**src/hw/rtl/sspq_pkg.sv**
```systemverilog
// ----------------------------------------------------------------------------
// sspq_pkg: shared types and constants for the stable sorted priority queue
// Sizes, command and status codes, the stored entry layout, the sequencer
// state encoding and the key ordering function.
// ----------------------------------------------------------------------------
package sspq_pkg;

  localparam int CAPACITY = 16;
  localparam int KEY_BITS = 32;
  localparam int TAG_BITS = 8;
  localparam int IDX_W    = $clog2(CAPACITY);
  localparam int CNT_W    = $clog2(CAPACITY + 1);

  typedef logic signed [KEY_BITS-1:0] key_t;
  typedef logic        [TAG_BITS-1:0] tag_t;
  typedef logic        [CNT_W-1:0]    cnt_t;
  typedef logic        [IDX_W-1:0]    idx_t;

  typedef enum logic [1:0] {
    CMD_INSERT  = 2'd0,
    CMD_DEQUEUE = 2'd1,
    CMD_DELETE  = 2'd2,
    CMD_NOP     = 2'd3
  } cmd_t;

  typedef enum logic [1:0] {
    ST_OK        = 2'd0,
    ST_EMPTY     = 2'd1,
    ST_FULL      = 2'd2,
    ST_NOT_FOUND = 2'd3
  } status_t;

  typedef struct packed {
    key_t key;
    tag_t tag;
  } entry_t;

  localparam int ENTRY_W = $bits(entry_t);

  typedef enum logic [8:0] {
    S_IDLE    = 9'b000000001,
    S_SRCH_RD = 9'b000000010,
    S_SRCH_EV = 9'b000000100,
    S_SHDN_RD = 9'b000001000,
    S_SHDN_WR = 9'b000010000,
    S_SHUP_RD = 9'b000100000,
    S_SHUP_WR = 9'b001000000,
    S_PUT     = 9'b010000000,
    S_DONE    = 9'b100000000
  } state_t;

  // True when a fresh key must be placed in front of a held key.
  function automatic logic key_before(key_t fresh, key_t held, logic largest_first);
    logic r;
    if (largest_first) begin
      r = fresh > held;
    end else begin
      r = fresh < held;
    end
    return r;
  endfunction

endpackage

```
**src/hw/rtl/sspq_if.sv**
```systemverilog
// ----------------------------------------------------------------------------
// sspq_if: request and response channels of the priority queue
// Valid/ready channels; a transaction moves at a clock edge with both high.
// ----------------------------------------------------------------------------
interface sspq_req_if;
  logic                valid;
  logic                ready;
  logic [1:0]          cmd;
  sspq_pkg::key_t      key;
  sspq_pkg::tag_t      tag;

  modport source (output valid, output cmd, output key, output tag, input ready);
  modport sink   (input valid, input cmd, input key, input tag, output ready);
endinterface

interface sspq_rsp_if;
  logic                valid;
  logic                ready;
  logic [1:0]          status;
  sspq_pkg::key_t      out_key;
  sspq_pkg::tag_t      out_tag;
  sspq_pkg::cnt_t      fill;

  modport source (output valid, output status, output out_key, output out_tag,
                  output fill, input ready);
  modport sink   (input valid, input status, input out_key, input out_tag,
                  input fill, output ready);
endinterface

```
**src/hw/rtl/sspq_ram.sv**
```systemverilog
// ----------------------------------------------------------------------------
// sspq_ram: entry store of the priority queue
// One write port and one read port; read data is registered.
// ----------------------------------------------------------------------------
module sspq_ram #(
  parameter int DEPTH = 16,
  parameter int WIDTH = 40
) (
  input  logic                     clk,
  input  logic                     we,
  input  logic [$clog2(DEPTH)-1:0] waddr,
  input  logic [WIDTH-1:0]         wdata,
  input  logic [$clog2(DEPTH)-1:0] raddr,
  output logic [WIDTH-1:0]         rdata
);

  logic [WIDTH-1:0] mem [DEPTH];

  // write port
  always_ff @(posedge clk) begin
    if (we) begin
      mem[waddr] <= wdata;
    end
  end

  // registered read port
  always_ff @(posedge clk) begin
    rdata <= mem[raddr];
  end

endmodule

```
**src/hw/rtl/stable_sorted_priority_queue_core.sv**
```systemverilog
// ----------------------------------------------------------------------------
// stable_sorted_priority_queue_core: bounded sorted priority queue
// Sequencer over an entry store with one write and one read port and one key/tag comparator.
// ----------------------------------------------------------------------------
// Usage:
//   req carries one command per transaction: insert (key, tag), dequeue the
//   head, or delete the first entry with a given tag. rsp returns one result
//   per command: status, removed key and tag (zero unless removed), and the
//   fill level after the command. order_mode (cfg_we/cfg_wdata) picks
//   smallest-first (0) or largest-first (1); write it only while idle.
//   Equal keys leave in arrival order.
// Timing:
//   req.ready is high only while the sequencer is idle. Every step reads one
//   entry through the registered read port: the search visits entries in
//   order, each in a read and an evaluate state, and the shift moves entries
//   one at a time, each in a read and a write state. Empty, full and unused
//   commands go straight to the result state.
//   A result waits in the output register while rsp.ready is low; the next
//   command is accepted meanwhile and holds in its last state until the
//   register frees up.
// Reset: rst empties the queue and sets order_mode to smallest-first.
// ----------------------------------------------------------------------------
module stable_sorted_priority_queue_core (
  input  logic            clk,
  input  logic            rst,
  input  logic            cfg_we,
  input  logic            cfg_wdata,
  sspq_req_if.sink        req,
  sspq_rsp_if.source      rsp
);

  sspq_pkg::state_t  state;
  logic              order_mode;
  sspq_pkg::cmd_t    cmd_r;
  sspq_pkg::key_t    key_r;
  sspq_pkg::tag_t    tag_r;
  sspq_pkg::cnt_t    idx;
  sspq_pkg::cnt_t    pos;
  sspq_pkg::cnt_t    count;
  sspq_pkg::status_t status_r;
  sspq_pkg::key_t    hit_key;
  sspq_pkg::tag_t    hit_tag;

  logic              rsp_valid;
  sspq_pkg::status_t rsp_status;
  sspq_pkg::key_t    rsp_key;
  sspq_pkg::tag_t    rsp_tag;
  sspq_pkg::cnt_t    rsp_fill;

  logic                          ram_we;
  sspq_pkg::idx_t                ram_waddr;
  logic [sspq_pkg::ENTRY_W-1:0]  ram_wdata;
  sspq_pkg::idx_t                ram_raddr;
  logic [sspq_pkg::ENTRY_W-1:0]  ram_rdata;

  sspq_pkg::entry_t  rd_entry;
  sspq_pkg::entry_t  new_entry;
  sspq_pkg::cmd_t    req_cmd;
  logic              match;
  sspq_pkg::cnt_t    idx_inc;
  sspq_pkg::cnt_t    idx_dec;
  logic [sspq_pkg::CNT_W:0] idx_plus2;
  logic              accept;

  sspq_ram #(
    .DEPTH (sspq_pkg::CAPACITY),
    .WIDTH (sspq_pkg::ENTRY_W)
  ) u_ram (
    .clk   (clk),
    .we    (ram_we),
    .waddr (ram_waddr),
    .wdata (ram_wdata),
    .raddr (ram_raddr),
    .rdata (ram_rdata)
  );

  // handshake and shared compare unit
  assign req.ready = (state == sspq_pkg::S_IDLE);
  assign accept    = req.valid && req.ready;
  assign req_cmd   = sspq_pkg::cmd_t'(req.cmd);
  assign rd_entry  = sspq_pkg::entry_t'(ram_rdata);
  assign new_entry = '{key: key_r, tag: tag_r};
  assign idx_inc   = idx + 1'b1;
  assign idx_dec   = idx - 1'b1;
  assign idx_plus2 = {1'b0, idx} + (sspq_pkg::CNT_W + 1)'(2);

  always_comb begin
    if (cmd_r == sspq_pkg::CMD_INSERT) begin
      match = sspq_pkg::key_before(key_r, rd_entry.key, order_mode);
    end else begin
      match = (cmd_r == sspq_pkg::CMD_DEQUEUE) || (rd_entry.tag == tag_r);
    end
  end

  // store port steering
  always_comb begin
    ram_we    = 1'b0;
    ram_waddr = idx[sspq_pkg::IDX_W-1:0];
    ram_wdata = ram_rdata;
    ram_raddr = idx[sspq_pkg::IDX_W-1:0];
    unique case (state)
      sspq_pkg::S_SHUP_RD: begin
        ram_raddr = idx_inc[sspq_pkg::IDX_W-1:0];
      end
      sspq_pkg::S_SHDN_WR: begin
        ram_we    = 1'b1;
        ram_waddr = idx_inc[sspq_pkg::IDX_W-1:0];
      end
      sspq_pkg::S_SHUP_WR: begin
        ram_we    = 1'b1;
      end
      sspq_pkg::S_PUT: begin
        ram_we    = 1'b1;
        ram_waddr = pos[sspq_pkg::IDX_W-1:0];
        ram_wdata = new_entry;
      end
      default: begin
      end
    endcase
  end

  // sequencer
  always_ff @(posedge clk) begin
    if (rst) begin
      state      <= sspq_pkg::S_IDLE;
      count      <= '0;
      order_mode <= 1'b0;
      rsp_valid  <= 1'b0;
    end else begin
      if (cfg_we) begin
        order_mode <= cfg_wdata;
      end
      // drop the result once taken, unless a new one replaces it
      if (rsp_valid && rsp.ready && (state != sspq_pkg::S_DONE)) begin
        rsp_valid <= 1'b0;
      end
      unique case (state)
        sspq_pkg::S_IDLE: begin
          if (accept) begin
            cmd_r    <= req_cmd;
            key_r    <= req.key;
            tag_r    <= req.tag;
            hit_key  <= '0;
            hit_tag  <= '0;
            idx      <= '0;
            pos      <= '0;
            case (req_cmd)
              sspq_pkg::CMD_INSERT: begin
                if (count == sspq_pkg::CNT_W'(sspq_pkg::CAPACITY)) begin
                  status_r <= sspq_pkg::ST_FULL;
                  state    <= sspq_pkg::S_DONE;
                end else if (count == '0) begin
                  status_r <= sspq_pkg::ST_OK;
                  state    <= sspq_pkg::S_PUT;
                end else begin
                  status_r <= sspq_pkg::ST_OK;
                  state    <= sspq_pkg::S_SRCH_RD;
                end
              end
              sspq_pkg::CMD_DEQUEUE, sspq_pkg::CMD_DELETE: begin
                if (count == '0) begin
                  status_r <= sspq_pkg::ST_EMPTY;
                  state    <= sspq_pkg::S_DONE;
                end else begin
                  status_r <= sspq_pkg::ST_OK;
                  state    <= sspq_pkg::S_SRCH_RD;
                end
              end
              default: begin
                status_r <= sspq_pkg::ST_OK;
                state    <= sspq_pkg::S_DONE;
              end
            endcase
          end
        end
        sspq_pkg::S_SRCH_RD: begin
          state <= sspq_pkg::S_SRCH_EV;
        end
        sspq_pkg::S_SRCH_EV: begin
          if (match) begin
            pos <= idx;
            if (cmd_r == sspq_pkg::CMD_INSERT) begin
              // shift the tail down from the last entry
              idx   <= count - 1'b1;
              state <= sspq_pkg::S_SHDN_RD;
            end else begin
              hit_key <= rd_entry.key;
              hit_tag <= rd_entry.tag;
              if (idx_inc < count) begin
                state <= sspq_pkg::S_SHUP_RD;
              end else begin
                count <= count - 1'b1;
                state <= sspq_pkg::S_DONE;
              end
            end
          end else if (idx_inc == count) begin
            if (cmd_r == sspq_pkg::CMD_INSERT) begin
              pos   <= count;
              state <= sspq_pkg::S_PUT;
            end else begin
              status_r <= sspq_pkg::ST_NOT_FOUND;
              state    <= sspq_pkg::S_DONE;
            end
          end else begin
            idx   <= idx_inc;
            state <= sspq_pkg::S_SRCH_RD;
          end
        end
        sspq_pkg::S_SHDN_RD: begin
          state <= sspq_pkg::S_SHDN_WR;
        end
        sspq_pkg::S_SHDN_WR: begin
          if (idx == pos) begin
            state <= sspq_pkg::S_PUT;
          end else begin
            idx   <= idx_dec;
            state <= sspq_pkg::S_SHDN_RD;
          end
        end
        sspq_pkg::S_SHUP_RD: begin
          state <= sspq_pkg::S_SHUP_WR;
        end
        sspq_pkg::S_SHUP_WR: begin
          if (idx_plus2 < {1'b0, count}) begin
            idx   <= idx_inc;
            state <= sspq_pkg::S_SHUP_RD;
          end else begin
            count <= count - 1'b1;
            state <= sspq_pkg::S_DONE;
          end
        end
        sspq_pkg::S_PUT: begin
          count <= count + 1'b1;
          state <= sspq_pkg::S_DONE;
        end
        sspq_pkg::S_DONE: begin
          // hold until the output register is free
          if (!rsp_valid || rsp.ready) begin
            rsp_valid  <= 1'b1;
            rsp_status <= status_r;
            rsp_key    <= hit_key;
            rsp_tag    <= hit_tag;
            rsp_fill   <= count;
            state      <= sspq_pkg::S_IDLE;
          end
        end
        default: begin
          state <= sspq_pkg::S_IDLE;
        end
      endcase
    end
  end

  assign rsp.valid   = rsp_valid;
  assign rsp.status  = rsp_status;
  assign rsp.out_key = rsp_key;
  assign rsp.out_tag = rsp_tag;
  assign rsp.fill    = rsp_fill;

  // checks
  a_count_bound: assert property (@(posedge clk) disable iff (rst)
    count <= sspq_pkg::CNT_W'(sspq_pkg::CAPACITY))
    else $error("entry count exceeds capacity");

  a_put_not_full: assert property (@(posedge clk) disable iff (rst)
    (state == sspq_pkg::S_PUT) |-> (count < sspq_pkg::CNT_W'(sspq_pkg::CAPACITY)))
    else $error("write of new entry into a full queue");

  a_search_in_range: assert property (@(posedge clk) disable iff (rst)
    (state == sspq_pkg::S_SRCH_RD) |-> (idx < count))
    else $error("search index beyond held entries");

  a_done_holds: assert property (@(posedge clk) disable iff (rst)
    (state == sspq_pkg::S_DONE && rsp_valid && !rsp.ready)
      |=> (state == sspq_pkg::S_DONE && rsp_valid))
    else $error("pending result overwritten");

endmodule
```
**src/flat_wrapper.sv**
```systemverilog
// flat-port wrapper written by rule: the top's interface ports become plain ports
module stable_sorted_priority_queue_core_flat 
  (clk, rst, cfg_we, cfg_wdata, req_valid, req_cmd, req_key, req_tag, req_ready, rsp_valid, rsp_status, rsp_out_key, rsp_out_tag, rsp_fill, rsp_ready);
  sspq_req_if req_i ();
  sspq_rsp_if rsp_i ();
  input  logic clk;
  input  logic rst;
  input  logic cfg_we;
  input  logic cfg_wdata;
  input wire logic [$bits(req_i.valid)-1:0] req_valid;
  input wire logic [$bits(req_i.cmd)-1:0] req_cmd;
  input wire logic [$bits(req_i.key)-1:0] req_key;
  input wire logic [$bits(req_i.tag)-1:0] req_tag;
  output wire logic [$bits(req_i.ready)-1:0] req_ready;
  output wire logic [$bits(rsp_i.valid)-1:0] rsp_valid;
  output wire logic [$bits(rsp_i.status)-1:0] rsp_status;
  output wire logic [$bits(rsp_i.out_key)-1:0] rsp_out_key;
  output wire logic [$bits(rsp_i.out_tag)-1:0] rsp_out_tag;
  output wire logic [$bits(rsp_i.fill)-1:0] rsp_fill;
  input wire logic [$bits(rsp_i.ready)-1:0] rsp_ready;
  assign req_i.valid = req_valid;
  assign req_i.cmd = req_cmd;
  assign req_i.key = req_key;
  assign req_i.tag = req_tag;
  assign req_ready = req_i.ready;
  assign rsp_valid = rsp_i.valid;
  assign rsp_status = rsp_i.status;
  assign rsp_out_key = rsp_i.out_key;
  assign rsp_out_tag = rsp_i.out_tag;
  assign rsp_fill = rsp_i.fill;
  assign rsp_i.ready = rsp_ready;
  stable_sorted_priority_queue_core u_core (.clk(clk), .rst(rst), .cfg_we(cfg_we), .cfg_wdata(cfg_wdata), .req(req_i), .rsp(rsp_i));
endmodule
```
**config.mk**
```make
export PLATFORM = sky130hd
export DESIGN_NAME = stable_sorted_priority_queue_core_flat
export DESIGN_NICKNAME = d
export VERILOG_FILES = /design/src/hw/rtl/sspq_pkg.sv /design/src/hw/rtl/sspq_if.sv /design/src/hw/rtl/sspq_ram.sv /design/src/hw/rtl/stable_sorted_priority_queue_core.sv /design/src/flat_wrapper.sv
export SDC_FILE = /design/constraint.sdc
export NUM_CORES = 1
export LEC_CHECK = 0
export BUFFER_PORTS_ARGS = -buffer_cell sky130_fd_sc_hd__buf_4
export CORE_MARGIN = 2
export CORE_UTILIZATION = 45
export DETAILED_ROUTE_END_ITERATION = 8
export SYNTH_ARGS = -nofsm -noshare
export SYNTH_HDL_FRONTEND = slang
export SYNTH_HIERARCHICAL = 1
export SYNTH_SLANG_ARGS = --single-unit
export TNS_END_PERCENT = 50
```
**constraint.sdc**
```tcl
create_clock -name clk -period 7.8 [get_ports clk]
set_input_delay 1.17 -clock clk [delete_from_list [all_inputs] [get_ports clk]]
set_output_delay 1.17 -clock clk [all_outputs]
set_load 0.005 [all_outputs]
```
### Word level (Yosys, flattened, before mapping)

Memories as Yosys holds them, arrays and structs flattened. A register that Yosys moved wholly into a read port is not among the register bits.
Cells that the tools add are included.

* $add $sub $neg: 5
* $lt $le $gt $ge: 4
* equality and inequality tests: 31
* multiplexer cells: 57
* bitwise operators: 1
* reduce and logical (&&, ||, !) cells: 22

Operators by type and width (count)
* $mux 32: 3
* $mux 9: 10
* $pmux 9 s9: 1
* $mux 5: 13
* $pmux 32 s2: 1
* $mux 40: 1
* $mux 8: 5
* $gt 32x32->1: 1
* $lt 32x32->1: 1
* $pmux 5 s4: 1
* $pmux 9 s2: 1
* $pmux 8 s2: 1
* $pmux 5 s3: 1
* $reduce_and 5->1: 3
* $ne 2x2->1 const B: 6
* $add 5x1->5 const B: 2
* $eq 5x5->1: 2
* $mux 2: 5
* $pmux 5 s2: 1
* $sub 5x1->5 const B: 2
* $eq 9x1->1 const B: 1
* $eq 9x2->1 const B: 1
* $eq 9x3->1 const B: 1
* $eq 9x4->1 const B: 1
* 36 further kinds: 55

* bits in registers: 157
* bits in writable memories: 640
* input bits: 48
* output and inout port bits: 49
* memories: 1

Memory list
* u_core.u_ram.mem: depth 16, width 40, read ports 1, clocked after Yosys merged registers in 1, write ports 1, RTL line sspq_ram.sv:17 `logic [WIDTH-1:0] mem [DEPTH];`

### Depth between registers and ports, before layout

Gate-level depths: netlist of run 1.

* depth after elaboration: 6
* mapped depth: 12
* gate-level depth less buffers: 12

### Hierarchy

The synthesis of run 1 kept the hierarchy.

By module, submodules not included
* sspq_ram: instances 1, cells an instance 1040, area an instance 25131.6 um^2, sequential area each 20019.2 um^2
* stable_sorted_priority_queue_core: instances 1, cells an instance 647, area an instance 7616.1 um^2, sequential area each 4554.4 um^2

### Least setup slack after synthesis of run 1

No wires, ideal clock.

* path kind: register -> register
* start: reg u_core.state[2]
* end: mem u_core.u_ram.mem[0][0], enable pin
* library setup time: 487 ps
* data arrival time: 5431 ps
* data required time: 7313 ps
* setup slack: 1883 ps
* stages on the path, launching flop included: 9
* buffers on the path: 0
* period minus slack after synthesis: 5917 ps
* cell sequence: dfxtp_1 or4_4 or4_4 nor3b_4 nor2_1 o21ai_0 o311ai_0 or3b_2 nor3_1

RTL lines
* from (decl): RTL line stable_sorted_priority_queue_core.sv:32 `sspq_pkg::state_t state;`
* from (signal assigned): RTL line stable_sorted_priority_queue_core.sv:125 `state <= sspq_pkg::S_IDLE;`
* from (signal assigned): RTL line stable_sorted_priority_queue_core.sv:151 `state <= sspq_pkg::S_DONE;`
* from (signal assigned): RTL line stable_sorted_priority_queue_core.sv:154 `state <= sspq_pkg::S_PUT;`
* $eq 9x8->1 / $eq 9x5->1 (equally long branches): RTL line stable_sorted_priority_queue_core.sv:101 `unique case (state)`
* $pmux 4 s2 (*): RTL line stable_sorted_priority_queue_core.sv:101
* via u_core.ram_waddr[2]: RTL line stable_sorted_priority_queue_core.sv:51 `sspq_pkg::idx_t ram_waddr;`
* to (decl): RTL line sspq_ram.sv:17

Mark *: on every way through the listed nets, which the timed path passes. The rest lies on a longest branch.

### Worst setup path in the final report of run 1

* start: reg u_core.state[2]
* end: mem u_core.u_ram.mem[2][25], enable pin

The elaborated chain is that of the path after synthesis.

==> metrics.txt, run 1 <==
# TYPE chip_impl_metric gauge
chip_impl_metric{name="n_antenna_cell",unit=""} 0
chip_impl_metric{name="cts_resized",unit=""} 0
chip_impl_metric{name="clock_sink_count",unit=""} 837
chip_impl_metric{name="grt_start_max_net_pins",unit=""} 130
chip_impl_metric{name="synth_area_per_cell",unit="um^2"} 19.4
chip_impl_metric{name="post-layout-total-power",unit="mW"} 10.6
chip_impl_metric{name="ctsLongestPathBuffers",unit=""} 3
chip_impl_metric{name="clock_period_minus_worst_slack",unit="ns"} 4.87
chip_impl_metric{name="yosys.cell_types.count",unit=""} 61
chip_impl_metric{name="achievable-frequency",unit="MHz"} 205
chip_impl_info{name="regToRegEndpoint",value="u_core/u_ram/mem[2][25]"} 1
chip_impl_metric{name="setup_slack",unit="ns"} 2.93
chip_impl_metric{name="final_layout_size_suffix_gt1_share",unit="%"} 22.3
chip_impl_info{name="unrepaired_setup_endpoints_after_global_routing",value="false"} 1
chip_impl_metric{name="tightestPinTransition",unit="ns"} 1.20
chip_impl_metric{name="clk_pin_slew_worst_paths",unit="ns"} 0.07
chip_impl_metric{name="average_detailed_routed_wire_length_per_instance",unit="um"} 26.7
chip_impl_metric{name="yosysWarningCount",unit=""} 6
chip_impl_metric{name="synth-async-reset-ratio",unit="%"} 0
chip_impl_metric{name="floorplan.die_area",unit="um^2"} 74900
chip_impl_metric{name="post_layout_nonfiller_instances",unit=""} 2876
chip_impl_metric{name="multiInputGateArea",unit="um^2"} 7690
chip_impl_metric{name="route.detailed.drc",unit=""} 0
chip_impl_info{name="ys_dominant_reg_cell",value="edfxtp_1"} 1
chip_impl_metric{name="cts_hold_buffers",unit=""} 0
chip_impl_metric{name="finish.instance_area",unit="um^2"} 37700
chip_impl_metric{name="fin_setup_tns",unit="ns"} 0
chip_impl_info{name="worstReg2RegStart",value="u_core/state[2]"} 1
chip_impl_info{name="outcome",value="complete, no violations"} 1
chip_impl_metric{name="report.final.slew_viol_count",unit=""} 0
chip_impl_info{name="hold_start",value="u_core/hit_key[23]"} 1
chip_impl_metric{name="final_net_count",unit=""} 1956
chip_impl_metric{name="first_global_vias",unit=""} 16500
chip_impl_metric{name="finalClockSkew",unit="ns"} 0.0381
chip_impl_info{name="endpoint_kind",value="register"} 1
chip_impl_metric{name="post_synth_instance_area",unit="um^2"} 32700
chip_impl_metric{name="postSynthRegisterBits",unit=""} 837
chip_impl_metric{name="dp_hpwl",unit="um"} 42600
chip_impl_metric{name="data_required_time_at_the_worst_endpoint",unit="ns"} 8.12
chip_impl_metric{name="wl",unit="um"} 76800
chip_impl_metric{name="drt_first_pass_iters",unit=""} 7
chip_impl_metric{name="grt_overflow",unit=""} 0
chip_impl_metric{name="max-cap-violations",unit=""} 0
chip_impl_metric{name="postLayoutCoreUtil",unit="%"} 52.5
chip_impl_info{name="ctsRootBufferMaster",value="clkbuf_16"} 1
chip_impl_metric{name="fillerInstances",unit=""} 5667
chip_impl_metric{name="ys_seq_area_share",unit="%"} 75.0
chip_impl_info{name="cp-start-kind",value="register"} 1
chip_impl_metric{name="r2r.worst_path.cells",unit=""} 9
chip_impl_metric{name="cp.arrival",unit="ns"} 5.20
chip_impl_metric{name="synth_enable_flop_cells",unit=""} 781
chip_impl_metric{name="num_vias",unit=""} 16500
chip_impl_metric{name="syn-instance-count",unit=""} 1687
chip_impl_metric{name="rows",unit=""} 98
chip_impl_metric{name="areaGrowthSynthToFinish",unit="%"} 15.0
chip_impl_metric{name="leakage",unit="nW"} 12.6
chip_impl_metric{name="grtUsageTotal",unit="%"} 20.6
chip_impl_metric{name="hold_viol",unit=""} 0
chip_impl_metric{name="drtAntennaViolNets",unit=""} 0
chip_impl_metric{name="io-pin-count",unit=""} 97
chip_impl_metric{name="setup-violations-final",unit=""} 0
chip_impl_metric{name="rd_place_congestion",unit=""} 0.886
chip_impl_metric{name="crit_fanout",unit=""} 26
chip_impl_metric{name="numPortBuffers",unit=""} 96
chip_impl_metric{name="final.period_utilization",unit="%"} 62.5
chip_impl_metric{name="worstHoldPathCells",unit=""} 0
chip_impl_metric{name="clock_tree.htree_level_count",unit=""} 3
chip_impl_metric{name="mappedNetlistNets",unit=""} 1786
chip_impl_info{name="type_of_the_tightest_min_delay_check",value="reg2reg"} 1
chip_impl_metric{name="cellPowerDensity",unit="nW/um^2"} 282
chip_impl_metric{name="die_width",unit="um"} 274
chip_impl_metric{name="dpl-instance-area",unit="um^2"} 34800
chip_impl_info{name="timing.setup.critical_path_class",value="reg2reg"} 1
chip_impl_metric{name="fin_hold_ws",unit="ns"} 0.410
chip_impl_metric{name="postCtsSetupRepairBufs",unit=""} 0
chip_impl_metric{name="vdd_drop_max",unit="mV"} 0.176
chip_impl_metric{name="vias_per_cell",unit=""} 5.75
chip_impl_metric{name="placed_cells_incl_taps",unit=""} 2717
chip_impl_info{name="whs_endpoint",value="u_core/rsp.out_key[23]"} 1
chip_impl_metric{name="floorplan.initialDensity",unit="%"} 45.7
chip_impl_metric{name="cts_buffers",unit=""} 88
chip_impl_metric{name="worst_slew_margin_rel",unit="%"} 19.8
chip_impl_info{name="cts_tree",value="done"} 1
chip_impl_metric{name="rrSetupSlack",unit="ns"} 2.93
chip_impl_metric{name="floorplan.die.height",unit="um"} 274
chip_impl_metric{name="initialDrtViolationCount",unit=""} 1502
chip_impl_metric{name="preCtsSetupSlack",unit="ns"} 2.99
chip_impl_metric{name="antenna_found_initial",unit=""} 2
chip_impl_metric{name="clock_latency_on_the_worst_skew_pair",unit="ns"} 0.65
chip_impl_metric{name="global_route_wire_length_before_repair",unit="um"} 112000
chip_impl_metric{name="floorplan.core_area",unit="um^2"} 71700
chip_impl_metric{name="final-seq-area",unit="um^2"} 24600
worst max-delay path, cell delays in order, from the launching register on:
cell and delay (ns):
dfxtp_1 0.37, or4_4 0.57, or4_4 0.48, nor3b_4 0.51, nor2_1 0.18, o21ai_0 0.19, o311ai_0 0.28, or3b_2 0.68
nor2_4 0.86, buf_4 0.43
layout by cell type, fill, tap and decap left out, types with 11 or more instances in the layout:
| cell type | count |
|---|---|
| a22oi_1 | 82 |
| nand2_1 | 109 |
| buf_4 | 153 |
| nor2_4 | 14 |
| edfxtp_1 | 781 |
| clkbuf_16 | 90 |
| nand4_1 | 11 |
| clkinv_2 | 16 |
| a21oi_1 | 28 |
| mux4_1 | 60 |
| dfxtp_1 | 56 |
| mux4_2 | 100 |
| ha_1 | 51 |
| clkbuf_8 | 11 |
| o21ai_0 | 46 |
| xnor2_1 | 21 |
| nand3_1 | 12 |
| clkbuf_1 | 20 |
| inv_1 | 48 |
| and2_1 | 11 |
| nor2_1 | 58 |
cells by family after synthesis:
group           synth area share (%)
xor+xnor                       0.802
buf+inv                         2.05
flops                           75.0
compound gates                  4.15
mux                             12.1
simple gates                    3.89
fa+ha+maj                       1.95
area by class of cell:
class                           instances  share of cell area (%)
Clock buffer                          121                    6.58
Clock inverter                         38                   0.967
Inverter                               48                   0.478
Multi-Input combinational cell        727                    20.4
Sequential cell                       837                    65.2
Tap cell                              950                    3.16
Timing Repair Buffer                  155                    3.16
flip-flops by register name (all words and copies together), names as in the netlist, 8 cells and up:
register	count
u_core/u_ram/mem	640
u_core/u_ram/rdata	40
u_core/hit_key	32
u_core/key_r	32
u_core/rsp.out_key	32
u_core/state	9
u_core/hit_tag	8
u_core/rsp.out_tag	8
u_core/tag_r	8
how the worst max path moves through the flow:
stage	from	endpoint	slack [ns]	cells after the start
2_1_floorplan	u_core/state[2]	u_core/u_ram/mem[0][0]	1.88	8
3_3_place_gp	u_core/state[2]	u_core/u_ram/mem[2][29]	3.10	9
3_5_place_dp	u_core/state[2]	u_core/u_ram/mem[1][37]	2.99	9
4_1_cts	u_core/state[2]	u_core/u_ram/mem[2][23]	2.98	9
5_1_grt	u_core/state[2]	u_core/u_ram/mem[2][23]	2.66	9
6_report	u_core/state[2]	u_core/u_ram/mem[2][25]	2.93	9
power by group:
group	internal, mW	switching (mW)	total, mW
clock network	2.39	1.69	4.09
logic	0.436	0.768	1.20
registers	5.26	0.0640	5.32
total	8.09	2.53	10.6
synthesized netlist by cell type, types with 4 or more instances:
| master | number | area share, % |
|---|---|---|
| o22ai_1 | 4 | 0.076 |
| nand2b_1 | 4 | 0.076 |
| inv_1 | 48 | 0.55 |
| mux4_1 | 60 | 4.8 |
| edfxtp_1 | 781 | 72 |
| or4_1 | 4 | 0.092 |
| nand3b_1 | 7 | 0.16 |
| xor2_1 | 8 | 0.21 |
| mux2i_1 | 4 | 0.12 |
| nand2_1 | 109 | 1.2 |
| mux2_2 | 9 | 0.31 |
| ha_1 | 51 | 1.9 |
| nor3b_1 | 4 | 0.092 |
| nor4_1 | 5 | 0.096 |
| mux4_2 | 100 | 6.9 |
| nor2b_1 | 6 | 0.11 |
| nand4_1 | 11 | 0.21 |
| clkbuf_1 | 43 | 0.49 |
| buf_2 | 18 | 0.28 |
| nand3_1 | 12 | 0.18 |
| o21ai_0 | 55 | 0.84 |
| a22oi_1 | 82 | 1.9 |
| xnor2_1 | 22 | 0.59 |
| o21a_1 | 7 | 0.16 |
| a21oi_1 | 29 | 0.44 |
| buf_12 | 11 | 0.67 |
| dfxtp_1 | 56 | 3.4 |
| and2_1 | 12 | 0.23 |
| nor3_1 | 7 | 0.11 |
| nor2_1 | 72 | 0.83 |
metal layers:
layer,global-route usage [%],share of wire [%],vias to the layer above
met2,32.4,48,559
met3,3.35,6.1,96
met5,0,0,-
met4,5.13,1.8,0
met1,30.3,45,8692
li1,-,-,7197
(Power assumes the default switching activity.)
==> run 2: changes to the inputs <==
==> constraint.sdc (replaced) <==
create_clock -name clk -period 3.9 [get_ports clk]
set_input_delay 0.585 -clock clk [delete_from_list [all_inputs] [get_ports clk]]
set_output_delay 0.585 -clock clk [all_outputs]
set_load 0.005 [all_outputs]
==> run 2 against run 1 <==
Effect of this change: combinational power grew 110%; die area is the same; clock-buffer cell count shrank 8; largest power group unchanged; global-route usage grew 0.34 points.
==> metrics.txt, run 2 (synthesized netlist as in run 1, its figures left out) <==
# TYPE chip_impl_metric gauge
chip_impl_metric{name="multiInputGateArea",unit="um^2"} 7770
chip_impl_metric{name="numPortBuffers",unit=""} 96
chip_impl_metric{name="average_detailed_routed_wire_length_per_instance",unit="um"} 26.4
chip_impl_metric{name="critical_path.n_buffers_inverters",unit=""} 3
chip_impl_metric{name="setup-violations-final",unit=""} 0
chip_impl_metric{name="grt_overflow",unit=""} 0
chip_impl_metric{name="tightestPinTransition",unit="ns"} 0.898
chip_impl_metric{name="max-cap-violations",unit=""} 0
chip_impl_info{name="cts_tree",value="done"} 1
chip_impl_metric{name="floorplan.die.height",unit="um"} 274
chip_impl_metric{name="hold_viol",unit=""} 0
chip_impl_metric{name="r2r.worst_path.cells",unit=""} 10
chip_impl_info{name="largest_register",value="u_core/u_ram/mem"} 1
chip_impl_info{name="dominant_cell_type_by_count_on_the_critical_path",value="buf_4"} 1
chip_impl_info{name="unrepaired_setup_endpoints_after_global_routing",value="true"} 1
chip_impl_metric{name="postLayoutCoreUtil",unit="%"} 53.7
chip_impl_metric{name="finalClockSkew",unit="ns"} 0.0177
chip_impl_metric{name="number_of_flip_flops_under_the_largest_register_name",unit=""} 640
chip_impl_metric{name="cts_buffers",unit=""} 87
chip_impl_metric{name="data_required_time_at_the_worst_endpoint",unit="ns"} 4.24
chip_impl_metric{name="global_route_wire_length_before_repair",unit="um"} 113000
chip_impl_metric{name="fillerInstances",unit=""} 5511
chip_impl_metric{name="route.detailed.drc",unit=""} 0
chip_impl_metric{name="fin_hold_ws",unit="ns"} 0.125
chip_impl_metric{name="dpl-instance-area",unit="um^2"} 35700
chip_impl_metric{name="finish.instance_area",unit="um^2"} 38500
chip_impl_metric{name="vias_per_cell",unit=""} 5.70
chip_impl_metric{name="worst_slew_margin_rel",unit="%"} 39.9
chip_impl_metric{name="clk_pin_slew_worst_paths",unit="ns"} 0.06
chip_impl_metric{name="first_global_vias",unit=""} 16900
chip_impl_metric{name="grtUsageTotal",unit="%"} 21.0
chip_impl_info{name="ctsRootBufferMaster",value="clkbuf_16"} 1
chip_impl_metric{name="report.final.slew_viol_count",unit=""} 0
chip_impl_metric{name="num_vias",unit=""} 16700
chip_impl_metric{name="crit_fanout",unit=""} 8
chip_impl_metric{name="drt_first_pass_iters",unit=""} 7
chip_impl_info{name="type_of_the_tightest_min_delay_check",value="in2reg"} 1
chip_impl_metric{name="post_layout_nonfiller_instances",unit=""} 2935
chip_impl_info{name="largestRegisters",value="u_core/u_ram/mem: 640 flops, u_core/u_ram/rdata: 40 flops"} 1
chip_impl_info{name="final_common_cell",value="edfxtp_1"} 1
chip_impl_metric{name="placed_cells_incl_taps",unit=""} 2777
chip_impl_metric{name="cp.arrival",unit="ns"} 4.09
chip_impl_metric{name="floorplan.die_area",unit="um^2"} 74900
chip_impl_metric{name="cellPowerDensity",unit="nW/um^2"} 550
chip_impl_info{name="most-common-layout-cells",value="781 x edfxtp_1, 181 x buf_4, 109 x nand2_1, 100 x mux4_2, 87 x clkbuf_16"} 1
chip_impl_metric{name="clock_period_minus_worst_slack",unit="ns"} 3.76
chip_impl_metric{name="crit_path_max_incr_delay",unit="ns"} 0.69
chip_impl_metric{name="vdd_drop_max",unit="mV"} 0.312
chip_impl_metric{name="floorplan.core_area",unit="um^2"} 71700
chip_impl_info{name="critical-path-slowest-cell",value="nor3_4"} 1
chip_impl_info{name="endpoint_kind",value="register"} 1
chip_impl_metric{name="final_layout_size_suffix_gt1_share",unit="%"} 25.0
chip_impl_metric{name="areaGrowthSynthToFinish",unit="%"} 17.7
chip_impl_metric{name="setup_slack",unit="ns"} 0.145
chip_impl_metric{name="fin_setup_tns",unit="ns"} 0
chip_impl_metric{name="clock_latency_on_the_worst_skew_pair",unit="ns"} 0.63
chip_impl_metric{name="wl",unit="um"} 77600
chip_impl_info{name="worstPathCellList",value="or4_4 -> or4_4 -> nor3b_4 -> buf_4 -> a22oi_1 -> nand2_1 -> nand3_1 -> buf_4 -> nor3_4 -> buf_4"} 1
chip_impl_info{name="outcome",value="complete, no violations"} 1
chip_impl_metric{name="io-pin-count",unit=""} 97
chip_impl_metric{name="die_width",unit="um"} 274
chip_impl_metric{name="preCtsSetupSlack",unit="ns"} -0.660
chip_impl_metric{name="clock_sink_count",unit=""} 837
chip_impl_metric{name="leakage",unit="nW"} 13.0
chip_impl_metric{name="grt_start_max_net_pins",unit=""} 59
chip_impl_metric{name="dp_hpwl",unit="um"} 44400
chip_impl_metric{name="drtAntennaViolNets",unit=""} 0
chip_impl_metric{name="rows",unit=""} 98
chip_impl_metric{name="post-layout-total-power",unit="mW"} 21.2
chip_impl_metric{name="final_net_count",unit=""} 2015
chip_impl_metric{name="achievable-frequency",unit="MHz"} 266
chip_impl_metric{name="antenna_found_initial",unit=""} 1
chip_impl_metric{name="n_antenna_cell",unit=""} 0
chip_impl_metric{name="ctsLongestPathBuffers",unit=""} 3
chip_impl_metric{name="final-seq-area",unit="um^2"} 24600
chip_impl_metric{name="worstHoldPathCells",unit=""} 1
chip_impl_metric{name="initialDrtViolationCount",unit=""} 1714
chip_impl_metric{name="critical_path_depth",unit=""} 10
chip_impl_metric{name="floorplan.initialDensity",unit="%"} 45.7
chip_impl_info{name="timing.setup.critical_path_class",value="reg2reg"} 1
chip_impl_info{name="cp-start-kind",value="register"} 1
chip_impl_metric{name="clock_tree.htree_level_count",unit=""} 3
chip_impl_metric{name="rd_place_congestion",unit=""} 0.893
chip_impl_metric{name="final.period_utilization",unit="%"} 96.3
chip_impl_info{name="critPathTopFamily",value="simple AND/OR/NAND/NOR gates"} 1
## run 2: changes by cell type in the layout (fill, tap and decap cells not counted), moves of 4 or more
cell,previous run,this run
clkbuf_8,11,7
o21ai_1,9,3
o21ai_0,46,52
nor3_2,4,0
buf_12,2,34
nor3_4,0,4
buf_4,153,181
## run 2: power by group
group          switching, mW  internal [mW]
logic                   1.53          0.977
registers              0.125           10.5
clock network           3.38           4.66
## run 2: worst paths after layout
check                startpoint                        to  slack (ns)
min reg2reg  u_core/hit_key[24]    u_core/rsp.out_key[24]        0.41
min                 req_key[29]          u_core/key_r[29]        0.12
max reg2reg     u_core/state[2]  u_core/u_ram/mem[12][25]        0.14
max             u_core/state[2]  u_core/u_ram/mem[12][25]        0.14
## run 2: layout make-up
type	instances	share of cell area [%]
clock buffers	113	6.08
clock inverters	45	1.13
repair buffers	215	5.29
inverters	48	0.468
multi-input cells	727	20.2
flip-flops and latches	837	63.8
well taps	950	3.08
## run 2: worst reg2reg max path: cells and delay by family, from the launching register on
kind | cells | cell delay [ns]
and+or+nand+nor | 6 | 2.27
buffers and inverters | 3 | 0.73
AOI/OAI and AO/OA | 1 | 0.12
DFF | 1 | 0.35
## run 2: timing repair
item	4_1_cts	5_1_grt
hold buffers	0	0
gates resized for setup	6	3
setup buffers	0	0
endpoints found under the setup margin	25	15
## run 2: routing by layer
metal | wire [um] | global-route usage (%) | vias up
met1 | 32900 | 29.0 | 8761
met2 | 38400 | 34.6 | 545
met4 | 1810 | 6.36 | 0
met5 | 0 | 0 | -
li1 | - | - | 7318
met3 | 4530 | 3.18 | 117
==> run 3: changes to the inputs <==
--- a/config.mk
+++ b/config.mk
@@ -7,7 +7,7 @@
 export LEC_CHECK = 0
 export BUFFER_PORTS_ARGS = -buffer_cell sky130_fd_sc_hd__buf_4
 export CORE_MARGIN = 2
-export CORE_UTILIZATION = 45
+export CORE_UTILIZATION = 35
 export DETAILED_ROUTE_END_ITERATION = 8
 export SYNTH_ARGS = -nofsm -noshare
 export SYNTH_HDL_FRONTEND = slang
==> run 3 against run 2 <==
Effect of this change: cell count grew 10%; clock-buffer cell count grew 6; fmax shrank 0.79%; clock power grew 2%; sequential power is essentially flat; die area grew 28%; flip-flop and latch count is the same; non-clock buffer count shrank 5; total power grew 0.99%; global-route usage shrank 4.7 points; clock skew grew 0.018 ns; register-to-register slack lost 0.03 ns; critical path type unchanged; highest routed layer unchanged.
==> metrics.txt, run 3 (synthesized netlist as in run 1, its figures left out) <==
# TYPE chip_impl_metric gauge
chip_impl_metric{name="final.period_utilization",unit="%"} 97.0
chip_impl_metric{name="floorplan.die.height",unit="um"} 310
chip_impl_metric{name="clock_period_minus_worst_slack",unit="ns"} 3.78
chip_impl_metric{name="areaGrowthSynthToFinish",unit="%"} 19.0
chip_impl_metric{name="finish.instance_area",unit="um^2"} 39000
chip_impl_metric{name="die_width",unit="um"} 310
chip_impl_metric{name="dpl-instance-area",unit="um^2"} 36100
chip_impl_metric{name="global_route.usage.met2",unit="%"} 26.2
chip_impl_metric{name="cts_hold_buffers",unit=""} 0
chip_impl_info{name="busiest_grt_layer",value="met2"} 1
chip_impl_metric{name="number_of_flip_flops_under_the_largest_register_name",unit=""} 640
chip_impl_metric{name="wl",unit="um"} 77400
chip_impl_metric{name="clock_tree.htree_level_count",unit=""} 3
chip_impl_info{name="timing.setup.critical_path_class",value="reg2reg"} 1
chip_impl_metric{name="hold_viol",unit=""} 0
chip_impl_metric{name="max-cap-violations",unit=""} 0
chip_impl_metric{name="floorplan.core_area",unit="um^2"} 93000
chip_impl_metric{name="drtAntennaViolNets",unit=""} 0
chip_impl_metric{name="cts_buffers",unit=""} 86
chip_impl_info{name="ctsRootBufferMaster",value="clkbuf_16"} 1
chip_impl_metric{name="average_detailed_routed_wire_length_per_instance",unit="um"} 23.9
chip_impl_metric{name="clock_sink_count",unit=""} 837
chip_impl_metric{name="achievable-frequency",unit="MHz"} 264
chip_impl_info{name="cp-start-kind",value="register"} 1
chip_impl_metric{name="rows",unit=""} 112
chip_impl_metric{name="num_vias",unit=""} 16800
chip_impl_metric{name="floorplan.initialDensity",unit="%"} 35.2
chip_impl_metric{name="grt_start_max_net_pins",unit=""} 68
chip_impl_metric{name="cellPowerDensity",unit="nW/um^2"} 549
chip_impl_metric{name="setup-violations-final",unit=""} 0
chip_impl_metric{name="floorplan.die_area",unit="um^2"} 96000
chip_impl_info{name="outcome",value="complete, no violations"} 1
chip_impl_metric{name="clock_latency_on_the_worst_skew_pair",unit="ns"} 0.64
chip_impl_metric{name="worst_slew_margin_rel",unit="%"} 52.8
chip_impl_metric{name="io-pin-count",unit=""} 97
chip_impl_metric{name="dp_hpwl",unit="um"} 44200
chip_impl_metric{name="setup_slack",unit="ns"} 0.115
chip_impl_metric{name="leakage",unit="nW"} 13.0
chip_impl_metric{name="rd_place_congestion",unit=""} 0.868
chip_impl_metric{name="grtUsageTotal",unit="%"} 16.3
chip_impl_metric{name="final_net_count",unit=""} 2009
chip_impl_metric{name="gr-usage-met1",unit="%"} 22.8
chip_impl_metric{name="global_route_wire_length_before_repair",unit="um"} 115000
chip_impl_metric{name="first_global_vias",unit=""} 17400
chip_impl_info{name="type_of_the_tightest_min_delay_check",value="in2reg"} 1
chip_impl_metric{name="grt_overflow",unit=""} 0
chip_impl_metric{name="preCtsSetupSlack",unit="ns"} -0.854
chip_impl_metric{name="tightestPinTransition",unit="ns"} 0.709
chip_impl_metric{name="fin_hold_ws",unit="ns"} 0.120
chip_impl_metric{name="numPortBuffers",unit=""} 96
chip_impl_metric{name="finalClockSkew",unit="ns"} 0.0361
chip_impl_info{name="unrepaired_setup_endpoints_after_global_routing",value="true"} 1
chip_impl_metric{name="clk_pin_slew_worst_paths",unit="ns"} 0.06
chip_impl_metric{name="grt_use_met3",unit="%"} 3.30
chip_impl_metric{name="ctsLongestPathBuffers",unit=""} 3
chip_impl_metric{name="crit_fanout",unit=""} 5
chip_impl_metric{name="postLayoutCoreUtil",unit="%"} 41.9
chip_impl_metric{name="post-layout-total-power",unit="mW"} 21.4
chip_impl_metric{name="antenna_found_initial",unit=""} 1
chip_impl_metric{name="initialDrtViolationCount",unit=""} 1695
chip_impl_metric{name="data_required_time_at_the_worst_endpoint",unit="ns"} 4.23
chip_impl_info{name="most-common-layout-cells",value="781 x edfxtp_1, 175 x buf_4, 109 x nand2_1, 100 x mux4_2, 88 x clkbuf_16"} 1
chip_impl_metric{name="report.final.slew_viol_count",unit=""} 0
chip_impl_metric{name="vias_per_cell",unit=""} 5.20
chip_impl_metric{name="vdd_drop_max",unit="mV"} 0.281
chip_impl_metric{name="cp.arrival",unit="ns"} 4.12
chip_impl_info{name="largest_register",value="u_core/u_ram/mem"} 1
chip_impl_info{name="cts_tree",value="done"} 1
chip_impl_metric{name="final_layout_size_suffix_gt1_share",unit="%"} 24.6
chip_impl_metric{name="drt_first_pass_iters",unit=""} 5
chip_impl_metric{name="rrSetupSlack",unit="ns"} 0.12
chip_impl_info{name="final_common_cell",value="edfxtp_1"} 1
chip_impl_metric{name="route.detailed.drc",unit=""} 0
chip_impl_info{name="endpoint_kind",value="register"} 1
chip_impl_info{name="largestRegisters",value="u_core/u_ram/mem: 640 flops, u_core/u_ram/rdata: 40 flops"} 1
chip_impl_metric{name="n_antenna_cell",unit=""} 0
[run 3: worst max-delay path, cell delays in order (launching register included)]
cell	delay [ns]
edfxtp_1	0.49
ha_1	0.43
nand4_1	0.24
nor4_1	0.43
buf_4	0.25
o41ai_4	0.16
a31oi_4	0.37
mux2i_2	0.41
a211oi_2	0.18
buf_4	0.17
a21oi_1	0.16
buf_4	0.18
[run 3: worst paths after layout]
| path | start | endpoint | cells after the start |
|---|---|---|---|
| max | u_core/key_r[31] | u_core/pos[0] | 11 |
| min reg2reg | u_core/hit_tag[7] | u_core/rsp.out_tag[7] | 0 |
| max reg2reg | u_core/key_r[31] | u_core/pos[0] | 11 |
| min | req_key[21] | u_core/key_r[21] | 1 |
[run 3: where the power goes]
group	switching, mW	leakage [nW]	internal (mW)
logic	1.58	4.04	0.983
clock network	3.40	1.37	4.81
registers	0.123	7.56	10.5
[run 3: what timing repair did]
item / 4_1_cts / 5_1_grt
setup endpoints to repair: 25 / 15
setup buffers: 0 / 1
pin swaps: 0 / 2
cloned: 0 / 0
gates resized for setup: 10 / 1
[run 3: area by class of cell]
class | instances | area, um^2
Fill cell | 8159 | 54100
Clock inverter | 43 | 468
Timing Repair Buffer | 210 | 2010
Tap cell | 1254 | 1570
Inverter | 48 | 180
Sequential cell | 837 | 24600
Multi-Input combinational cell | 727 | 7790
Clock buffer | 119 | 2370
[run 3: metrics by stage]
| stage | std cells | TNS (ns) |
|---|---|---|
| detailed placement | 3075 | -17.60 |
| global route | 3238 | -0.0615 |
| CTS | 3237 | 0 |
| global placement | 3075 | -14.47 |
| finish | 3238 | 0 |
| floorplan | 1687 | -375.50 |
[run 3: layer usage]
layer	vias up	part of all wire, %
li1	7297	-
met1	8850	44
met2	588	48
met3	95	7.1
met4	0	1.8
met5	-	0
